--- config.mk ---
export PLATFORM = sky130hd
export DESIGN_NAME = header_trailer_xor_frame_receiver
export DESIGN_NICKNAME = d
export VERILOG_FILES = /design/src/rtl/htxfr_pkg.sv /design/src/rtl/header_trailer_xor_frame_receiver.sv
export SDC_FILE = /design/constraint.sdc
export NUM_CORES = 1
export LEC_CHECK = 0
export BUFFER_PORTS_ARGS = -buffer_cell sky130_fd_sc_hd__buf_2
export CELL_PAD_IN_SITES_DETAIL_PLACEMENT = 1
export CELL_PAD_IN_SITES_GLOBAL_PLACEMENT = 2
export CORE_ASPECT_RATIO = 0.8
export CORE_MARGIN = 2
export CORE_UTILIZATION = 37
export DETAILED_ROUTE_END_ITERATION = 10
export HOLD_SLACK_MARGIN = 0.1
export PLACE_DENSITY = 0.92
export SKIP_LAST_GASP = 1
export SLEW_MARGIN = 20
export SYNTH_ARGS = -nofsm -noshare
export SYNTH_HDL_FRONTEND = slang
export SYNTH_SLANG_ARGS = --single-unit
--- constraint.sdc ---
create_clock -name clk -period 3 [get_ports clk]
set_clock_uncertainty 0.1 [all_clocks]
set_input_delay 0.75 -clock clk [delete_from_list [all_inputs] [get_ports clk]]
set_output_delay 0.75 -clock clk [all_outputs]
set_load 0.005 [all_outputs]
--- src/rtl/htxfr_pkg.sv ---
// ----------------------------------------------------------------------------
// htxfr_pkg
// Shared types and constants for the header/trailer XOR frame receiver.
// ----------------------------------------------------------------------------
package htxfr_pkg;

  // Frame delimiters and the control frame type
  localparam logic [7:0] HDR_FIRST  = 8'h55;
  localparam logic [7:0] HDR_SECOND = 8'h7E;
  localparam logic [7:0] TRL_FIRST  = 8'h7E;
  localparam logic [7:0] TRL_SECOND = 8'h55;
  localparam logic [7:0] TYPE_CTRL  = 8'h01;

  // Result beat layout
  localparam int unsigned OUT_DATA_W = 40;
  localparam int unsigned OUT_USER_W = 2;

  // Frame status codes
  typedef enum logic [1:0] {
    STAT_GOOD    = 2'd0,
    STAT_TRAILER = 2'd1,
    STAT_CHKSUM  = 2'd2
  } frame_status_t;

  // Position within a frame; one state per byte offset
  typedef enum logic [3:0] {
    ST_HUNT = 4'd0,
    ST_HDR2 = 4'd1,
    ST_TYPE = 4'd2,
    ST_B3   = 4'd3,
    ST_B4   = 4'd4,
    ST_B5   = 4'd5,
    ST_B6   = 4'd6,
    ST_CHK  = 4'd7,
    ST_TRL1 = 4'd8,
    ST_TRL2 = 4'd9
  } rx_state_t;

endpackage

--- src/rtl/header_trailer_xor_frame_receiver.sv ---
// ----------------------------------------------------------------------------
// header_trailer_xor_frame_receiver
// Byte-serial receiver for 10-byte frames 55 7E type b3 b4 b5 b6 chk 7E 55.
// ----------------------------------------------------------------------------
// One received byte is taken per clock while in_tready is high. The position
// state machine, a running XOR and a handful of held bytes are updated as
// each byte is accepted; on the tenth byte the status is worked out in the
// same cycle and registered into the result stage. Only the last frame byte
// waits on the result stage: if a previous result is still unaccepted there,
// in_tready drops for that byte alone. Status: 0 good, 1 trailer mismatch
// (checked first), 2 checksum mismatch. A good frame of type 0x01 latches b3
// as steer angle and b5 as drive speed; the latched values go out with every
// result.
module header_trailer_xor_frame_receiver (
  input  logic        clk,
  input  logic        rst_n,
  input  logic        in_tvalid,
  output logic        in_tready,
  input  logic [7:0]  in_tdata,   // [7:0] rx_byte
  output logic        out_tvalid,
  input  logic        out_tready,
  // [7:0] frame_type, [15:8] computed_checksum, [16] control_updated,
  // [24:17] steer_angle, [32:25] drive_speed, [39:33] zero
  output logic [htxfr_pkg::OUT_DATA_W-1:0] out_tdata,
  output logic [htxfr_pkg::OUT_USER_W-1:0] out_tuser  // [1:0] frame_status
);

  htxfr_pkg::rx_state_t state_r, state_nxt;

  logic [7:0] type_r,   type_nxt;
  logic [7:0] angle_r,  angle_nxt;
  logic [7:0] speed_r,  speed_nxt;
  logic [7:0] xor_r,    xor_nxt;
  logic [7:0] chk_r,    chk_nxt;
  logic       trl1_r,   trl1_nxt;
  logic [7:0] lat_angle_r, lat_angle_nxt;
  logic [7:0] lat_speed_r, lat_speed_nxt;

  logic                     out_valid_r, out_valid_nxt;
  htxfr_pkg::frame_status_t out_status_r, out_status_nxt;
  logic [7:0]               out_type_r, out_type_nxt;
  logic [7:0]               out_xor_r, out_xor_nxt;
  logic                     out_upd_r, out_upd_nxt;

  logic                     in_fire;
  logic                     trailer_ok;
  htxfr_pkg::frame_status_t status;
  logic                     update;

  // Stall only the closing byte while a result is still held
  assign in_tready = (state_r != htxfr_pkg::ST_TRL2) || !out_valid_r || out_tready;
  assign in_fire   = in_tvalid && in_tready;

  // Next frame position
  always_comb begin
    state_nxt = state_r;
    if (in_fire) begin
      case (state_r)
        htxfr_pkg::ST_HUNT: begin
          state_nxt = (in_tdata == htxfr_pkg::HDR_FIRST) ? htxfr_pkg::ST_HDR2
                                                         : htxfr_pkg::ST_HUNT;
        end
        htxfr_pkg::ST_HDR2: begin
          if (in_tdata == htxfr_pkg::HDR_SECOND) begin
            state_nxt = htxfr_pkg::ST_TYPE;
          end else if (in_tdata == htxfr_pkg::HDR_FIRST) begin
            state_nxt = htxfr_pkg::ST_HDR2;
          end else begin
            state_nxt = htxfr_pkg::ST_HUNT;
          end
        end
        htxfr_pkg::ST_TYPE: state_nxt = htxfr_pkg::ST_B3;
        htxfr_pkg::ST_B3:   state_nxt = htxfr_pkg::ST_B4;
        htxfr_pkg::ST_B4:   state_nxt = htxfr_pkg::ST_B5;
        htxfr_pkg::ST_B5:   state_nxt = htxfr_pkg::ST_B6;
        htxfr_pkg::ST_B6:   state_nxt = htxfr_pkg::ST_CHK;
        htxfr_pkg::ST_CHK:  state_nxt = htxfr_pkg::ST_TRL1;
        htxfr_pkg::ST_TRL1: state_nxt = htxfr_pkg::ST_TRL2;
        htxfr_pkg::ST_TRL2: state_nxt = htxfr_pkg::ST_HUNT;
        // Unused positions behave as hunting
        default: begin
          state_nxt = (in_tdata == htxfr_pkg::HDR_FIRST) ? htxfr_pkg::ST_HDR2
                                                         : htxfr_pkg::ST_HUNT;
        end
      endcase
    end
  end

  // Frame verdict on the closing byte
  assign trailer_ok = trl1_r && (in_tdata == htxfr_pkg::TRL_SECOND);
  always_comb begin
    update = 1'b0;
    if (!trailer_ok) begin
      status = htxfr_pkg::STAT_TRAILER;
    end else if (xor_r != chk_r) begin
      status = htxfr_pkg::STAT_CHKSUM;
    end else begin
      status = htxfr_pkg::STAT_GOOD;
      update = (type_r == htxfr_pkg::TYPE_CTRL);
    end
  end

  // Field capture and result stage
  always_comb begin
    type_nxt       = type_r;
    angle_nxt      = angle_r;
    speed_nxt      = speed_r;
    xor_nxt        = xor_r;
    chk_nxt        = chk_r;
    trl1_nxt       = trl1_r;
    lat_angle_nxt  = lat_angle_r;
    lat_speed_nxt  = lat_speed_r;
    out_status_nxt = out_status_r;
    out_type_nxt   = out_type_r;
    out_xor_nxt    = out_xor_r;
    out_upd_nxt    = out_upd_r;
    out_valid_nxt  = out_valid_r && !out_tready;
    if (in_fire) begin
      case (state_r)
        htxfr_pkg::ST_TYPE: begin
          type_nxt = in_tdata;
          xor_nxt  = 8'h00;
        end
        htxfr_pkg::ST_B3: begin
          angle_nxt = in_tdata;
          xor_nxt   = xor_r ^ in_tdata;
        end
        htxfr_pkg::ST_B4: xor_nxt = xor_r ^ in_tdata;
        htxfr_pkg::ST_B5: begin
          speed_nxt = in_tdata;
          xor_nxt   = xor_r ^ in_tdata;
        end
        htxfr_pkg::ST_B6:   xor_nxt  = xor_r ^ in_tdata;
        htxfr_pkg::ST_CHK:  chk_nxt  = in_tdata;
        htxfr_pkg::ST_TRL1: trl1_nxt = (in_tdata == htxfr_pkg::TRL_FIRST);
        htxfr_pkg::ST_TRL2: begin
          if (update) begin
            lat_angle_nxt = angle_r;
            lat_speed_nxt = speed_r;
          end
          out_valid_nxt  = 1'b1;
          out_status_nxt = status;
          out_type_nxt   = type_r;
          out_xor_nxt    = xor_r;
          out_upd_nxt    = update;
        end
        default: begin
        end
      endcase
    end
  end

  // Registers
  always_ff @(posedge clk) begin
    if (!rst_n) begin
      state_r      <= htxfr_pkg::ST_HUNT;
      type_r       <= 8'h00;
      angle_r      <= 8'h00;
      speed_r      <= 8'h00;
      xor_r        <= 8'h00;
      chk_r        <= 8'h00;
      trl1_r       <= 1'b0;
      lat_angle_r  <= 8'h00;
      lat_speed_r  <= 8'h00;
      out_valid_r  <= 1'b0;
    end else begin
      state_r      <= state_nxt;
      type_r       <= type_nxt;
      angle_r      <= angle_nxt;
      speed_r      <= speed_nxt;
      xor_r        <= xor_nxt;
      chk_r        <= chk_nxt;
      trl1_r       <= trl1_nxt;
      lat_angle_r  <= lat_angle_nxt;
      lat_speed_r  <= lat_speed_nxt;
      out_valid_r  <= out_valid_nxt;
    end
  end

  // Result payload holds without reset
  always_ff @(posedge clk) begin
    out_status_r <= out_status_nxt;
    out_type_r   <= out_type_nxt;
    out_xor_r    <= out_xor_nxt;
    out_upd_r    <= out_upd_nxt;
  end

  // Drive the result beat; latched values are the live copy
  assign out_tvalid = out_valid_r;
  assign out_tuser  = out_status_r;
  assign out_tdata  = {7'd0, lat_speed_r, lat_angle_r, out_upd_r, out_xor_r, out_type_r};

endmodule

==> out/metrics.cfg <==
[floorplanning]
fp.dieArea_um2 = 9470
die_y_um = 87.4
start_util_pct = 38.0
placementRows = 30
fp.dieW_um = 108
io_pins = 56
core-area_um2 = 8480

[clocking]
clock_path_buffers = 2
cts_tree = yes
cts_sinks = 81
clk_latency_ns = 0.36
root_buffer = clkbuf_8
cts-buffers-inserted = 9
ctsResizeCount = 0
ctsHoldBuffers = 0
path_clk_slew_ns = 0.08
htreeDepth = 3
post-cts-setup-buffers = 0

[power]
power.density_nw_per_um2 = 515
p_leak_nw = 1.53
ir_drop_mv = 0.222

[sta]
worst_pin_slew_ns = 0.888
rsz0062_at_grt = no
finalHoldViolCount = 0
period_needed_ns = 2.30
setup_tns_ns = 0
slew_headroom_pct = 40.7
final-max-slew-violation-count = 0
fin_crit_sh_pct = 76.8
setup_viol = 0
fmax_ghz = 0.434

[routing]
route.met2.wl_mm = 3.59
first_iter_violations = 110
routed_wl_mm = 7.90
num_vias = 2407
ant_nets = 0
wl_met3_um = 410
drt-met1-wl_mm = 3.79
highest_layer = met4
dr.pass1.iters = 4
wl_per_cell_um = 16.6
drc = 0
viasPerCell = 5.05

[grt]
grt_pass1_wl_mm = 12.6
grt-ovfl-total = 0
antenna_found_initial = 0
grt_max_degree = 54
grt_use_total_pct = 17.9
grt_pass1_vias = 2416

[cells_and_area]
fin_nets = 372
design_area_um2 = 3700
drive_gt1_share_pct = 21.4
area_delta_synth_final_pct = 14.8
antenna_cells = 0
utilization_pct = 43.6
nFillCells = 979

[placement]
place_area_um2 = 3510
io_buffers = 48
finalWeightedCongestion = 0.788
hpwl_mm = 5.47

[critical_path]
required_ns = 2.15
cpPeakStageDelay_ns = 0.67
path_cells = nor2_2 > nand4_1 > buf_2
cp_top_family = flip-flops
arrival_ns = 1.45
path_max_fanout = 17
ff2ff_setup_slack_ns = 0.79
worstPathBufferInverterCount = 1
path_class = reg2out
cp_slowest_cell = dfxtp_1
end_kind = output pin
crit_path_start_kind = register

[synthesis]
synth_cells = 316
ys_async_sr_fraction_pct = 0
synth_edf_count = 19
ys.flop_type = dfxtp_1
yosysSeqAreaShare_pct = 56.3
synth_top_cells_by_area = dfxtp_1 (39%), edfxtp_1 (18%), mux2i_1 (8.1%)
ys_warn_count = 0
syn-cell-area_um2 = 3220
yosys_register_bits = 81
yosysTopAreaCellShare_pct = 38.5
yosys.area.top_type = dfxtp_1
avgSynthCellArea_um2 = 10.2
synth.distinct_cells = 39

[job]
drv_cap = 0

[worst_hold_path]
hold_path_class = reg2reg

[outcome]
status = completed

[registers in the layout, indices dropped and copies added (netlist names)]
name / count
out_tvalid: 1
chk_r: 8
lat_angle_r: 8
angle_r: 8
out_xor_r: 8
type_r: 8
lat_speed_r: 8
xor_r: 8
state_r: 4
speed_r: 8
out_upd_r: 1
out_tuser: 2
trl1_r: 1
out_type_r: 8
[cell type report]
| type | instances | area, um^2 | share of cell area (%) |
|---|---|---|---|
| multi-input cells | 211 | 1240 | 33.5 |
| flip-flops and latches | 81 | 1810 | 49.0 |
| clock buffers | 10 | 138 | 3.72 |
| inverters | 4 | 27.5 | 0.745 |
| well taps | 112 | 140 | 3.79 |
| repair buffers | 53 | 290 | 7.85 |
| clock inverters | 6 | 50.0 | 1.35 |
[kinds of logic after synthesis]
group / synth area share [%]
xor gates and xnor gates: 4.35
DFF: 56.3
muxes: 8.08
other: 0.116
AOI/OAI and AO/OA: 9.71
buffers and inverters: 5.94
and+or+nand+nor: 15.5
[stage by stage]
step / hold slack, ns / cells / worst slack [ns] / power [W]
after floorplan: 0.322 / 322 / 0.661 / 0.00116
after global placement: 0.349 / 461 / 0.478 / 0.00118
after detailed placement: 0.353 / 461 / 0.397 / 0.00118
after CTS: 0.373 / 477 / 0.684 / 0.00193
after global routing: 0.391 / 477 / 0.596 / 0.00198
final: 0.373 / 477 / 0.697 / 0.00191
[per-layer routing]
| layer | global-route usage (%) | up-vias |
|---|---|---|
| li1 | - | 1165 |
| met4 | 5.94 | 0 |
| met3 | 4.79 | 10 |
| met1 | 23.5 | 1175 |
| met2 | 29.0 | 57 |
| met5 | 0 | - |
[where the power goes]
part           switching (W)  internal [W]
Combinational      0.0000363     0.0000101
Sequential      0.0000000439       0.00111
Clock               0.000419      0.000331
Total               0.000455       0.00145
[layout by cell type (no fill, tap or decap), drive strengths merged, types with 3 or more instances in the layout]
cell    instances
dfxtp          62
a21oi          27
xor2            8
nor2           42
o21ai          27
clkinv          3
xnor2           8
mux2i          26
conb            7
nand3          19
nand2          22
buf            53
inv             5
nor2b           3
clkbuf         10
edfxtp         19
nand4           4
[final timing paths]
| path | start | to | cells past startpoint |
|---|---|---|---|
| worst min register to register | type_r[1]$_SDFFE_PN0P_ | out_type_r[1]$_DFFE_PP_ | 0 |
| worst min-delay path | type_r[1]$_SDFFE_PN0P_ | out_type_r[1]$_DFFE_PP_ | 0 |
| worst max register to register | state_r[1]$_SDFFE_PN0P_ | lat_angle_r[0]$_SDFFE_PN0P_ | 7 |
| worst max-delay path | state_r[1]$_SDFFE_PN0P_ | in_tready | 3 |
[Yosys cell counts (3+ instances only)]
| cell | instances |
|---|---|
| a21oi_1 | 27 |
| buf_4 | 9 |
| clkbuf_1 | 13 |
| dfxtp_1 | 62 |
| edfxtp_1 | 19 |
| mux2i_1 | 26 |
| nand2_1 | 22 |
| nand3_1 | 18 |
| nand4_1 | 4 |
| nor2_1 | 41 |
| nor2b_1 | 3 |
| o21ai_0 | 21 |
| o21ai_1 | 6 |
| xnor2_1 | 8 |
| xor2_1 | 8 |
(Power assumes the default switching activity.)
